==> config.mk <==
export PLATFORM = sky130hd
export DESIGN_NAME = preemptive_priority_scheduler_core
export DESIGN_NICKNAME = d
export VERILOG_FILES = /design/src/pps_pkg.sv /design/src/pps_cell.sv /design/src/preemptive_priority_scheduler_core.sv
export SDC_FILE = /design/constraint.sdc
export NUM_CORES = 2
export LEC_CHECK = 0
export BUFFER_PORTS_ARGS = -buffer_cell sky130_fd_sc_hd__buf_2
export CORE_MARGIN = 5
export CORE_UTILIZATION = 60
export DETAILED_ROUTE_END_ITERATION = 6
export PLACE_DENSITY = 0.79
export REMOVE_ABC_BUFFERS = 1
export SYNTH_ARGS = -nofsm -noshare
export SYNTH_HDL_FRONTEND = slang
export SYNTH_SLANG_ARGS = --single-unit
==> constraint.sdc <==
create_clock -name clk_i -period 11.98 [get_ports clk_i]
set_input_delay 1.198 -clock clk_i [delete_from_list [all_inputs] [get_ports clk_i]]
set_output_delay 1.198 -clock clk_i [all_outputs]
set_load 0.05 [all_outputs]
==> src/pps_pkg.sv <==
// ----------------------------------------------------------------------------
// pps_pkg: shared types for the preemptive priority scheduler
// Input and result beat layouts and the opcode codes.
// ----------------------------------------------------------------------------
package pps_pkg;

  localparam int unsigned OpBits = 1;
  localparam int unsigned SlotFieldBits = 4;
  localparam int unsigned FieldTimeBits = 16;
  localparam int unsigned PrioBits = 8;
  localparam int unsigned CountBits = 5;

  // slot table depth, tied to the slot field width
  localparam int unsigned MaxSlots = 16;

  typedef enum logic [OpBits-1:0] {
    OP_LOAD = 1'b0,
    OP_TICK = 1'b1
  } op_e;

  typedef struct packed {
    logic [OpBits-1:0]        opcode;
    logic [SlotFieldBits-1:0] slot;
    logic [FieldTimeBits-1:0] arrival;
    logic [FieldTimeBits-1:0] burst_len;
    logic [PrioBits-1:0]      prio;
  } in_beat_t;

  typedef struct packed {
    logic                     ran;
    logic [SlotFieldBits-1:0] ran_slot;
    logic                     finished;
    logic [FieldTimeBits-1:0] completion_time;
    logic [FieldTimeBits-1:0] turnaround;
    logic [FieldTimeBits-1:0] waiting;
    logic [FieldTimeBits-1:0] response;
    logic                     all_done;
    logic [FieldTimeBits-1:0] now;
    logic [FieldTimeBits-1:0] busy_ticks;
  } out_beat_t;

  // candidate travelling along the cell chain
  typedef struct packed {
    logic                found;
    logic [PrioBits-1:0] prio;
  } cand_t;

endpackage

==> src/pps_cell.sv <==
// ----------------------------------------------------------------------------
// pps_cell: one process slot of the scheduler chain
// Holds the slot's tables and flags. During a scan the slot word rotates
// through the chain one cell per cycle so one comparator at the head sees
// every slot in turn.
// ----------------------------------------------------------------------------
module pps_cell #(
  parameter int unsigned TIME_BITS = 16
) (
  input  logic                   clk_i,
  input  logic                   rst_ni,
  input  logic                   shift_i,
  input  logic                   load_i,
  input  logic [TIME_BITS-1:0]   arr_i,
  input  logic [TIME_BITS-1:0]   bur_i,
  input  logic [TIME_BITS-1:0]   rem_i,
  input  logic [TIME_BITS-1:0]   st_i,
  input  logic [pps_pkg::PrioBits-1:0] prio_i,
  input  logic                   started_i,
  input  logic                   done_i,
  output logic [TIME_BITS-1:0]   arr_o,
  output logic [TIME_BITS-1:0]   bur_o,
  output logic [TIME_BITS-1:0]   rem_o,
  output logic [TIME_BITS-1:0]   st_o,
  output logic [pps_pkg::PrioBits-1:0] prio_o,
  output logic                   started_o,
  output logic                   done_o
);
  import pps_pkg::*;

  logic [TIME_BITS-1:0] arr_q, bur_q, rem_q, st_q;
  logic [PrioBits-1:0]  prio_q;
  logic                 started_q, done_q;

  // take the neighbor's word on shift or a direct write on load
  always_ff @(posedge clk_i) begin
    if (shift_i || load_i) begin
      arr_q  <= arr_i;
      bur_q  <= bur_i;
      rem_q  <= rem_i;
      st_q   <= st_i;
      prio_q <= prio_i;
    end
  end

  // flags reset clean
  always_ff @(posedge clk_i or negedge rst_ni) begin
    if (!rst_ni) begin
      started_q <= 1'b0;
      done_q    <= 1'b0;
    end else if (shift_i || load_i) begin
      started_q <= started_i;
      done_q    <= done_i;
    end
  end

  assign arr_o     = arr_q;
  assign bur_o     = bur_q;
  assign rem_o     = rem_q;
  assign st_o      = st_q;
  assign prio_o    = prio_q;
  assign started_o = started_q;
  assign done_o    = done_q;

endmodule

==> src/preemptive_priority_scheduler_core.sv <==
// ----------------------------------------------------------------------------
// preemptive_priority_scheduler_core: preemptive priority scheduler
// Load beats fill a slot, tick beats run the best ready slot for one unit.
// ----------------------------------------------------------------------------
// A load beat is written on the cycle after it is accepted and its result is
// presented on the cycle after that. A tick beat rotates the slot words
// around a ring of MAX_SLOTS cells, one cell per cycle, past a single
// priority comparator at cell 0. The first rotation finds the winner, the
// second updates the winner's word as it passes and checks the done flags;
// the apply state then advances time and forms the result. The result sits
// in an output register; the next beat is taken once it has left, so a
// result stall holds off the next beat.
module preemptive_priority_scheduler_core (
  input  logic                       clk_i,
  input  logic                       rst_ni,
  input  logic                       cfg_we_i,
  input  logic [pps_pkg::CountBits-1:0] cfg_wdata_i,
  input  logic                       in_valid_i,
  output logic                       in_stall_o,
  input  pps_pkg::in_beat_t          in_data_i,
  output logic                       out_valid_o,
  input  logic                       out_stall_i,
  output pps_pkg::out_beat_t         out_data_o
);
  import pps_pkg::*;

  localparam int unsigned MAX_SLOTS = MaxSlots;
  localparam int unsigned TIME_BITS = FieldTimeBits;
  localparam int unsigned IdxBits = $clog2(MAX_SLOTS);
  localparam int unsigned CntBits = $clog2(MAX_SLOTS + 1);
  localparam int unsigned RotBits = $clog2(2 * MAX_SLOTS + 1);
  localparam logic [TIME_BITS-1:0] TimeMax = '1;

  typedef enum logic [3:0] {
    ST_IDLE = 4'b0001,
    ST_SCAN = 4'b0010,
    ST_APPLY = 4'b0100,
    ST_OUT  = 4'b1000
  } state_e;

  state_e state_q, state_d;

  // ring wiring
  logic [TIME_BITS-1:0] arr_w [MAX_SLOTS], bur_w [MAX_SLOTS], rem_w [MAX_SLOTS];
  logic [TIME_BITS-1:0] st_w [MAX_SLOTS];
  logic [PrioBits-1:0]  prio_w [MAX_SLOTS];
  logic                 sta_w [MAX_SLOTS], dn_w [MAX_SLOTS];
  logic [TIME_BITS-1:0] arr_n [MAX_SLOTS], bur_n [MAX_SLOTS], rem_n [MAX_SLOTS];
  logic [TIME_BITS-1:0] st_n [MAX_SLOTS];
  logic [PrioBits-1:0]  prio_n [MAX_SLOTS];
  logic                 sta_n [MAX_SLOTS], dn_n [MAX_SLOTS];
  logic                 ld_w [MAX_SLOTS];
  logic                 shift;

  logic [CountBits-1:0] pcount_q;
  logic [CntBits-1:0]   n_use;
  logic [TIME_BITS-1:0] now_q, busy_q;
  logic [RotBits-1:0]   rot_q;
  logic                 pass2;
  logic [IdxBits-1:0]   head_idx;
  cand_t                best_q;
  logic [IdxBits-1:0]   best_idx_q;
  logic                 ndone_q;
  logic                 in_use, ready;
  out_beat_t            res_q;
  in_beat_t             beat_q;
  logic                 hit;
  logic                 ld_all_done;
  logic [TIME_BITS-1:0] now_inc, busy_inc, rem_dec, tat, ct;

  assign n_use = (pcount_q > CountBits'(MAX_SLOTS)) ? CntBits'(MAX_SLOTS)
                                                   : CntBits'(pcount_q);

  // rotation index: cell 0 holds slot head_idx
  assign pass2    = (rot_q >= RotBits'(MAX_SLOTS));
  assign head_idx = pass2 ? IdxBits'(rot_q - RotBits'(MAX_SLOTS)) : IdxBits'(rot_q);
  assign in_use   = ({1'b0, head_idx} < (IdxBits+1)'(n_use));
  assign ready    = in_use && !dn_w[0] && (arr_w[0] <= now_q);
  assign shift    = (state_q == ST_SCAN);
  assign hit      = pass2 && best_q.found && (head_idx == best_idx_q);

  assign now_inc  = (now_q == TimeMax) ? now_q : now_q + 1'b1;
  assign busy_inc = (busy_q == TimeMax) ? busy_q : busy_q + 1'b1;
  assign rem_dec  = (rem_w[0] != '0) ? rem_w[0] - 1'b1 : rem_w[0];
  assign ct       = now_inc;
  assign tat      = (ct > arr_w[0]) ? ct - arr_w[0] : '0;

  // ring links: cell i takes from cell i+1, cell 0 word (updated) goes last
  for (genvar g = 0; g < MAX_SLOTS; g++) begin : g_ring
    if (g == MAX_SLOTS - 1) begin : g_tail
      always_comb begin
        arr_n[g] = arr_w[0];  bur_n[g] = bur_w[0];  prio_n[g] = prio_w[0];
        rem_n[g] = hit ? rem_dec : rem_w[0];
        st_n[g]  = (hit && !sta_w[0]) ? now_q : st_w[0];
        sta_n[g] = sta_w[0] || hit;
        dn_n[g]  = dn_w[0] || (hit && rem_dec == '0);
      end
    end else begin : g_mid
      always_comb begin
        arr_n[g] = arr_w[g+1]; bur_n[g] = bur_w[g+1]; prio_n[g] = prio_w[g+1];
        rem_n[g] = rem_w[g+1]; st_n[g] = st_w[g+1];
        sta_n[g] = sta_w[g+1]; dn_n[g] = dn_w[g+1];
      end
    end
    always_comb begin
      ld_w[g] = (state_q == ST_APPLY) && (beat_q.opcode == OP_LOAD) &&
                (beat_q.slot == SlotFieldBits'(g));
    end
    pps_cell #(.TIME_BITS(TIME_BITS)) u_cell (
      .clk_i, .rst_ni, .shift_i(shift), .load_i(ld_w[g]),
      .arr_i(ld_w[g] ? TIME_BITS'(beat_q.arrival) : arr_n[g]),
      .bur_i(ld_w[g] ? TIME_BITS'(beat_q.burst_len) : bur_n[g]),
      .rem_i(ld_w[g] ? TIME_BITS'(beat_q.burst_len) : rem_n[g]),
      .st_i(st_n[g]),
      .prio_i(ld_w[g] ? beat_q.prio : prio_n[g]),
      .started_i(ld_w[g] ? 1'b0 : sta_n[g]),
      .done_i(ld_w[g] ? 1'b0 : dn_n[g]),
      .arr_o(arr_w[g]), .bur_o(bur_w[g]), .rem_o(rem_w[g]), .st_o(st_w[g]),
      .prio_o(prio_w[g]), .started_o(sta_w[g]), .done_o(dn_w[g])
    );
  end

  // all_done after a load: the loaded slot counts as not done
  always_comb begin
    ld_all_done = 1'b1;
    for (int i = 0; i < MAX_SLOTS; i++) begin
      if (i < int'(n_use) && (!dn_w[i] || beat_q.slot == SlotFieldBits'(i))) begin
        ld_all_done = 1'b0;
      end
    end
  end

  assign in_stall_o = (state_q != ST_IDLE);
  assign out_valid_o = (state_q == ST_OUT);
  assign out_data_o = res_q;

  // sequence one beat
  always_comb begin
    state_d = state_q;
    case (state_q)
      ST_IDLE: if (in_valid_i) state_d = (in_data_i.opcode == OP_TICK) ? ST_SCAN : ST_APPLY;
      ST_SCAN: if (rot_q == RotBits'(2 * MAX_SLOTS - 1)) state_d = ST_APPLY;
      ST_APPLY: state_d = ST_OUT;
      ST_OUT:  if (!out_stall_i) state_d = ST_IDLE;
      default: state_d = ST_IDLE;
    endcase
  end

  always_ff @(posedge clk_i) begin
    if (state_q == ST_IDLE && in_valid_i) beat_q <= in_data_i;
  end

  // control, time and search registers
  always_ff @(posedge clk_i or negedge rst_ni) begin
    if (!rst_ni) begin
      state_q <= ST_IDLE;
      pcount_q <= '0;
      now_q <= '0;
      busy_q <= '0;
      rot_q <= '0;
      best_q <= '0;
      best_idx_q <= '0;
      ndone_q <= 1'b0;
      res_q <= '0;
    end else begin
      state_q <= state_d;
      if (cfg_we_i) pcount_q <= cfg_wdata_i;
      case (state_q)
        ST_IDLE: begin
          rot_q <= '0;
          best_q <= '0;
          ndone_q <= 1'b0;
          res_q <= '0;
        end
        ST_SCAN: begin
          rot_q <= rot_q + 1'b1;
          if (!pass2 && ready && (!best_q.found || prio_w[0] < best_q.prio)) begin
            best_q.found <= 1'b1;
            best_q.prio <= prio_w[0];
            best_idx_q <= head_idx;
          end
          // all_done after update: check words leaving in pass 2
          if (pass2 && in_use && !dn_n[MAX_SLOTS-1]) ndone_q <= 1'b1;
          if (hit) begin
            res_q.ran <= 1'b1;
            res_q.ran_slot <= SlotFieldBits'(head_idx);
            busy_q <= busy_inc;
            if (rem_dec == '0) begin
              res_q.finished <= 1'b1;
              res_q.completion_time <= FieldTimeBits'(ct);
              res_q.turnaround <= FieldTimeBits'(tat);
              res_q.waiting <= FieldTimeBits'((tat > bur_w[0]) ? tat - bur_w[0] : '0);
              res_q.response <= FieldTimeBits'((st_n[MAX_SLOTS-1] > arr_w[0]) ?
                                               st_n[MAX_SLOTS-1] - arr_w[0] : '0);
            end
          end
        end
        ST_APPLY: begin
          if (beat_q.opcode == OP_TICK) begin
            now_q <= now_inc;
            res_q.now <= FieldTimeBits'(now_inc);
            res_q.all_done <= !ndone_q;
          end else begin
            res_q.now <= FieldTimeBits'(now_q);
            res_q.all_done <= ld_all_done;
          end
          res_q.busy_ticks <= FieldTimeBits'(busy_q);
        end
        default: ;
      endcase
    end
  end

  // hold the input off while a beat is in flight
  property p_stall_busy;
    @(posedge clk_i) disable iff (!rst_ni) (state_q != ST_IDLE) |-> in_stall_o;
  endproperty
  assert property (p_stall_busy) else $error("input taken while busy");

  assert property (@(posedge clk_i) disable iff (!rst_ni)
    (state_q == ST_SCAN && hit) |=> best_q.found)
    else $error("winner lost during scan");

  assert property (@(posedge clk_i) disable iff (!rst_ni)
    (state_q == ST_APPLY) |=> out_valid_o)
    else $error("result not presented after apply");

endmodule
==> results.txt <==
----------------------------------------------------
[Die]
  Starting density of the core ... slightly above 60%
  Die W ... around 320 µm
  Die Y-Extent ... roughly 320 µm
  Rows ... between 100 and 150
  Number of top-level pins ... 160
  Core footprint ... just under 0.1 mm²
  DIE AREA ... 0.104 mm²

[Routing]
  DRT Pass-1 Iters ... 7
  Detail-routed net length per standard cell ... about 24 µm
  Post-detailed-routing wire length ... about 160 mm
  Total via count after detailed routing ... around 40000
  DRT antenna net count ... 0
  DR iter-0 viols ... 5220
  Detailed-route vias per instance ... slightly below 6
  Number of design rule violations left after detail routing ... 5

[Critical path]
  Startpoint-to-endpoint class of the critical path ... reg -> reg
  Slowest stage delay, CP ... roughly 600 ps
  Data arrival time of the worst path ... ~7900 ps
  Startpoint of the lowest-slack register-to-register path ... now_q[0]$_DFFE_PN0P_
  Kind of cell with the highest combined delay on the critical path ... compound AO/OA/AOI/OAI gates
  Reg2Reg Depth ... 22
  Endpoint class of the critical path ... register
  Count of buffer and inverter cells on the critical path ... 0
  Worst Path Max Fanout ... 14
  WP data required ... approximately 13000 ps
  Sort of element at the start of the critical path ... register
  Startpoint of the worst setup timing path ... now_q[0]$_DFFE_PN0P_
  Ordered cell list for the critical path ... ha_1, and2_1, nand4_1, nand4_1, nor3_1, xnor2_1, ha_1, nand2_1, o21ai_0, nor3_1, a21oi_1, nand2b_1, a21o_1, nor3_1, ha_1, a21o_1, a21o_1, a221oi_1, o21ai_0, a221oi_1, or3_4, o21ai_0
  Worst reg2reg path endpoint ... out_data_o[53]$_DFFE_PN0P_
  Worst-path cell with the longest stage delay ... sky130_fd_sc_hd__nor3_1
  Internal reg-to-reg setup slack ... roughly 4700 ps

[Outcome]
  Status ... complete, but fails checks
  Violated checks ... design-rule violations

[STA]
  Number of failing hold endpoints at the final stage ... 0
  Unrepaired setup endpoints after global routing ... false
  Max Fclk ... ~0.14 GHz
  Setup skew after layout ... a little over 30 ps
  Period Utilization, post-route ... between 60% and 70%
  Clock period minus final worst setup slack ... between 7000 and 8000 ps
  Final Setup Violations ... 0
  Worst-margin pin slew ... around 1200 ps
  Max-slew headroom ... roughly 18%
  Final WS setup ... ~4700 ps
  Total negative setup slack ... 0 ps
  Max-slew violation count ... 0

[Cells and area]
  Leading cell type in the layout, fill and taps excluded ... sky130_fd_sc_hd__nand2_1
  Final layout net count ... between 5000 and 6000
  Fraction of layout instances using a drive strength above 1 ... 9.89%
  Commonest cells after routing, fill and taps aside ... 2547 x sky130_fd_sc_hd__nand2_1, 1197 x sky130_fd_sc_hd__edfxtp_1, 195 x sky130_fd_sc_hd__dfrtp_1
  Relative area change from synthesis to final layout ... 11.4%

[Logic synthesis]
  Summed instance area of the synthesized netlist ... around 0.058 mm²
  Proportion of netlist area held by the largest area contributor ... between 60% and 70%
  Count of state elements after synthesis ... 1393
  Yosys top cell by area ... sky130_fd_sc_hd__edfxtp_1
  Number of different library cells in the post-synthesis netlist ... between 60 and 70
  Post-synthesis instance total ... about 5300
  Asr flop ratio synth ... 14.1%
  Synth Flop Type ... sky130_fd_sc_hd__edfxtp_1
  Mean Syn Cell Area ... about 11 µm²
  Count of flip-flops with a built-in enable after synthesis ... about 1200
  Yosys synthesis warning count ... 0
  Share of synthesized area occupied by flip-flops and latches ... approximately 70%
  Top cells by area, synth ... sky130_fd_sc_hd__edfxtp_1 62%, sky130_fd_sc_hd__nand2_1 17%, sky130_fd_sc_hd__dfrtp_1 8.4%

[Global routing]
  Pin count of the biggest net entering global routing ... a little under 80
  Number of antenna violations at the first check in global routing ... 7
  Number of global-route vias before repair ... between 30000 and 40000
  Overflow left after global routing ... 0
  Global-route usage over all layers ... a little under a third
  First-pass GRT wire length ... 239 mm

[Min path]
  End of the worst hold path ... g_ring[11].u_cell.st_o[0]$_DFFE_PP_
  Worst hold-check path type ... reg -> reg
  Number of stages on the worst hold path ... 0
  Worst hold path startpoint ... g_ring[12].u_cell.st_o[0]$_DFFE_PP_

[Pwr]
  Power density relative to cell area ... between 150 and 200 mW/mm²
  Pwr Total ... approximately 12000 µW
  Max rail drop VDD ... ~0.19 mV
  Static leakage ... about 0.026 µW

[Clock tree]
  Maximum root-to-sink buffer count ... 3
  Number of hold-repair buffers added at the cts stage ... 0
  Clock Root Buffer ... sky130_fd_sc_hd__clkbuf_16
  Clock-pin transition on the worst setup and hold timing paths ... 60 ps
  Num CTS Buffers ... about 140
  Post-cts resize count ... 0
  Depth of the CTS H-tree ... 4
  CTS Sinks ... roughly 1400
  Clock tree from TritonCTS ... yes
  Worst-skew pair later-pin latency ... 760 ps
  Post-CTS Repair Setup Buffers ... 0

[Job]
  Number of max-cap violations ... 0

[Place]
  Port Buf Inserts ... 159
  Placer congestion estimate ... roughly 0.9
  Minimum setup slack after placement ... roughly 4700 ps
  Dpl hpwl ... approximately 100 mm

----------------------------------------------------
==> flip-flops by register name (all words and copies together), names as in the netlist, 6 cells and up <==
name	cells
g_ring.u_cell.st_o	256
best_q	9
busy_q	16
g_ring.u_cell.prio_o	128
g_ring.u_cell.done_o	16
g_ring.u_cell.rem_o	256
beat_q	45
rot_q	6
g_ring.u_cell.started_o	16
g_ring.u_cell.arr_o	256
now_q	16
g_ring.u_cell.bur_o	256
out_data_o	103
==> cells in the mapped netlist, drive strengths merged, types with 28 or more instances <==
| cell | n |
|---|---|
| o21ai | 158 |
| a21oi | 83 |
| nor2 | 94 |
| clkbuf | 288 |
| a21o | 28 |
| mux2 | 32 |
| edfxtp | 1197 |
| ha | 79 |
| nand3 | 61 |
| dfrtp | 195 |
| xnor2 | 73 |
| nor3 | 39 |
| nand2 | 2578 |
| inv | 77 |
==> routing by layer <==
layer,wire (µm),vias up,global-route usage [%]
met5,69,-,0
met4,6090,10,10.7
met3,19200,389,8.02
met2,70600,2409,46.0
met1,62400,19372,43.7
li1,-,17855,-
==> kinds of logic after synthesis <==
group	Yosys count	share of synthesized area, %
and+or+nand+nor	2906	19.6
xor gates and xnor gates	98	1.47
muxes	40	0.755
buffers and inverters	378	2.45
adders and majority gates	82	1.80
AOI/OAI and AO/OA	372	3.93
DFF	1393	70.0
==> power by group <==
group          switching (µW)  internal [µW]
Sequential                363           6070
Clock                    1890           2510
Combinational            1210            372
==> worst max path at each step <==
stage          slack (ps)  depth (start not counted)                                   to
5_1_grt              4000                         22           out_data_o[53]$_DFFE_PN0P_
4_1_cts              4650                         22           out_data_o[53]$_DFFE_PN0P_
3_5_place_dp         4670                         22           out_data_o[53]$_DFFE_PN0P_
6_report             4680                         22           out_data_o[53]$_DFFE_PN0P_
2_1_floorplan        5770                          5  g_ring[8].u_cell.arr_o[0]$_DFFE_PP_
3_3_place_gp         4680                         22           out_data_o[64]$_DFFE_PN0P_
==> stage by stage <==
stage / utilization, % / instance area, µm² / std cells / hold slack, ps
floorplan: - / 57200 / 4969 / 400
global placement: 62.6 / 60400 / 6470 / 400
detailed placement: 62.6 / 60400 / 6470 / 405
CTS: 67.3 / 65000 / 6728 / 410
global route: 67.3 / 65000 / 6729 / 415
finish: 67.3 / 65000 / 6731 / 411
==> final cells by class <==
class | count | area (µm²)
Sequential cell | 1393 | 40900
Fill cell | 6685 | 31600
Multi-Input combinational cell | 3498 | 16400
Clock buffer | 182 | 3850
Tap cell | 1276 | 1600
Timing Repair Buffer | 225 | 1300
Clock inverter | 76 | 732
Inverter | 78 | 293
Antenna cell | 3 | 7.51
(Power assumes the default switching activity.)
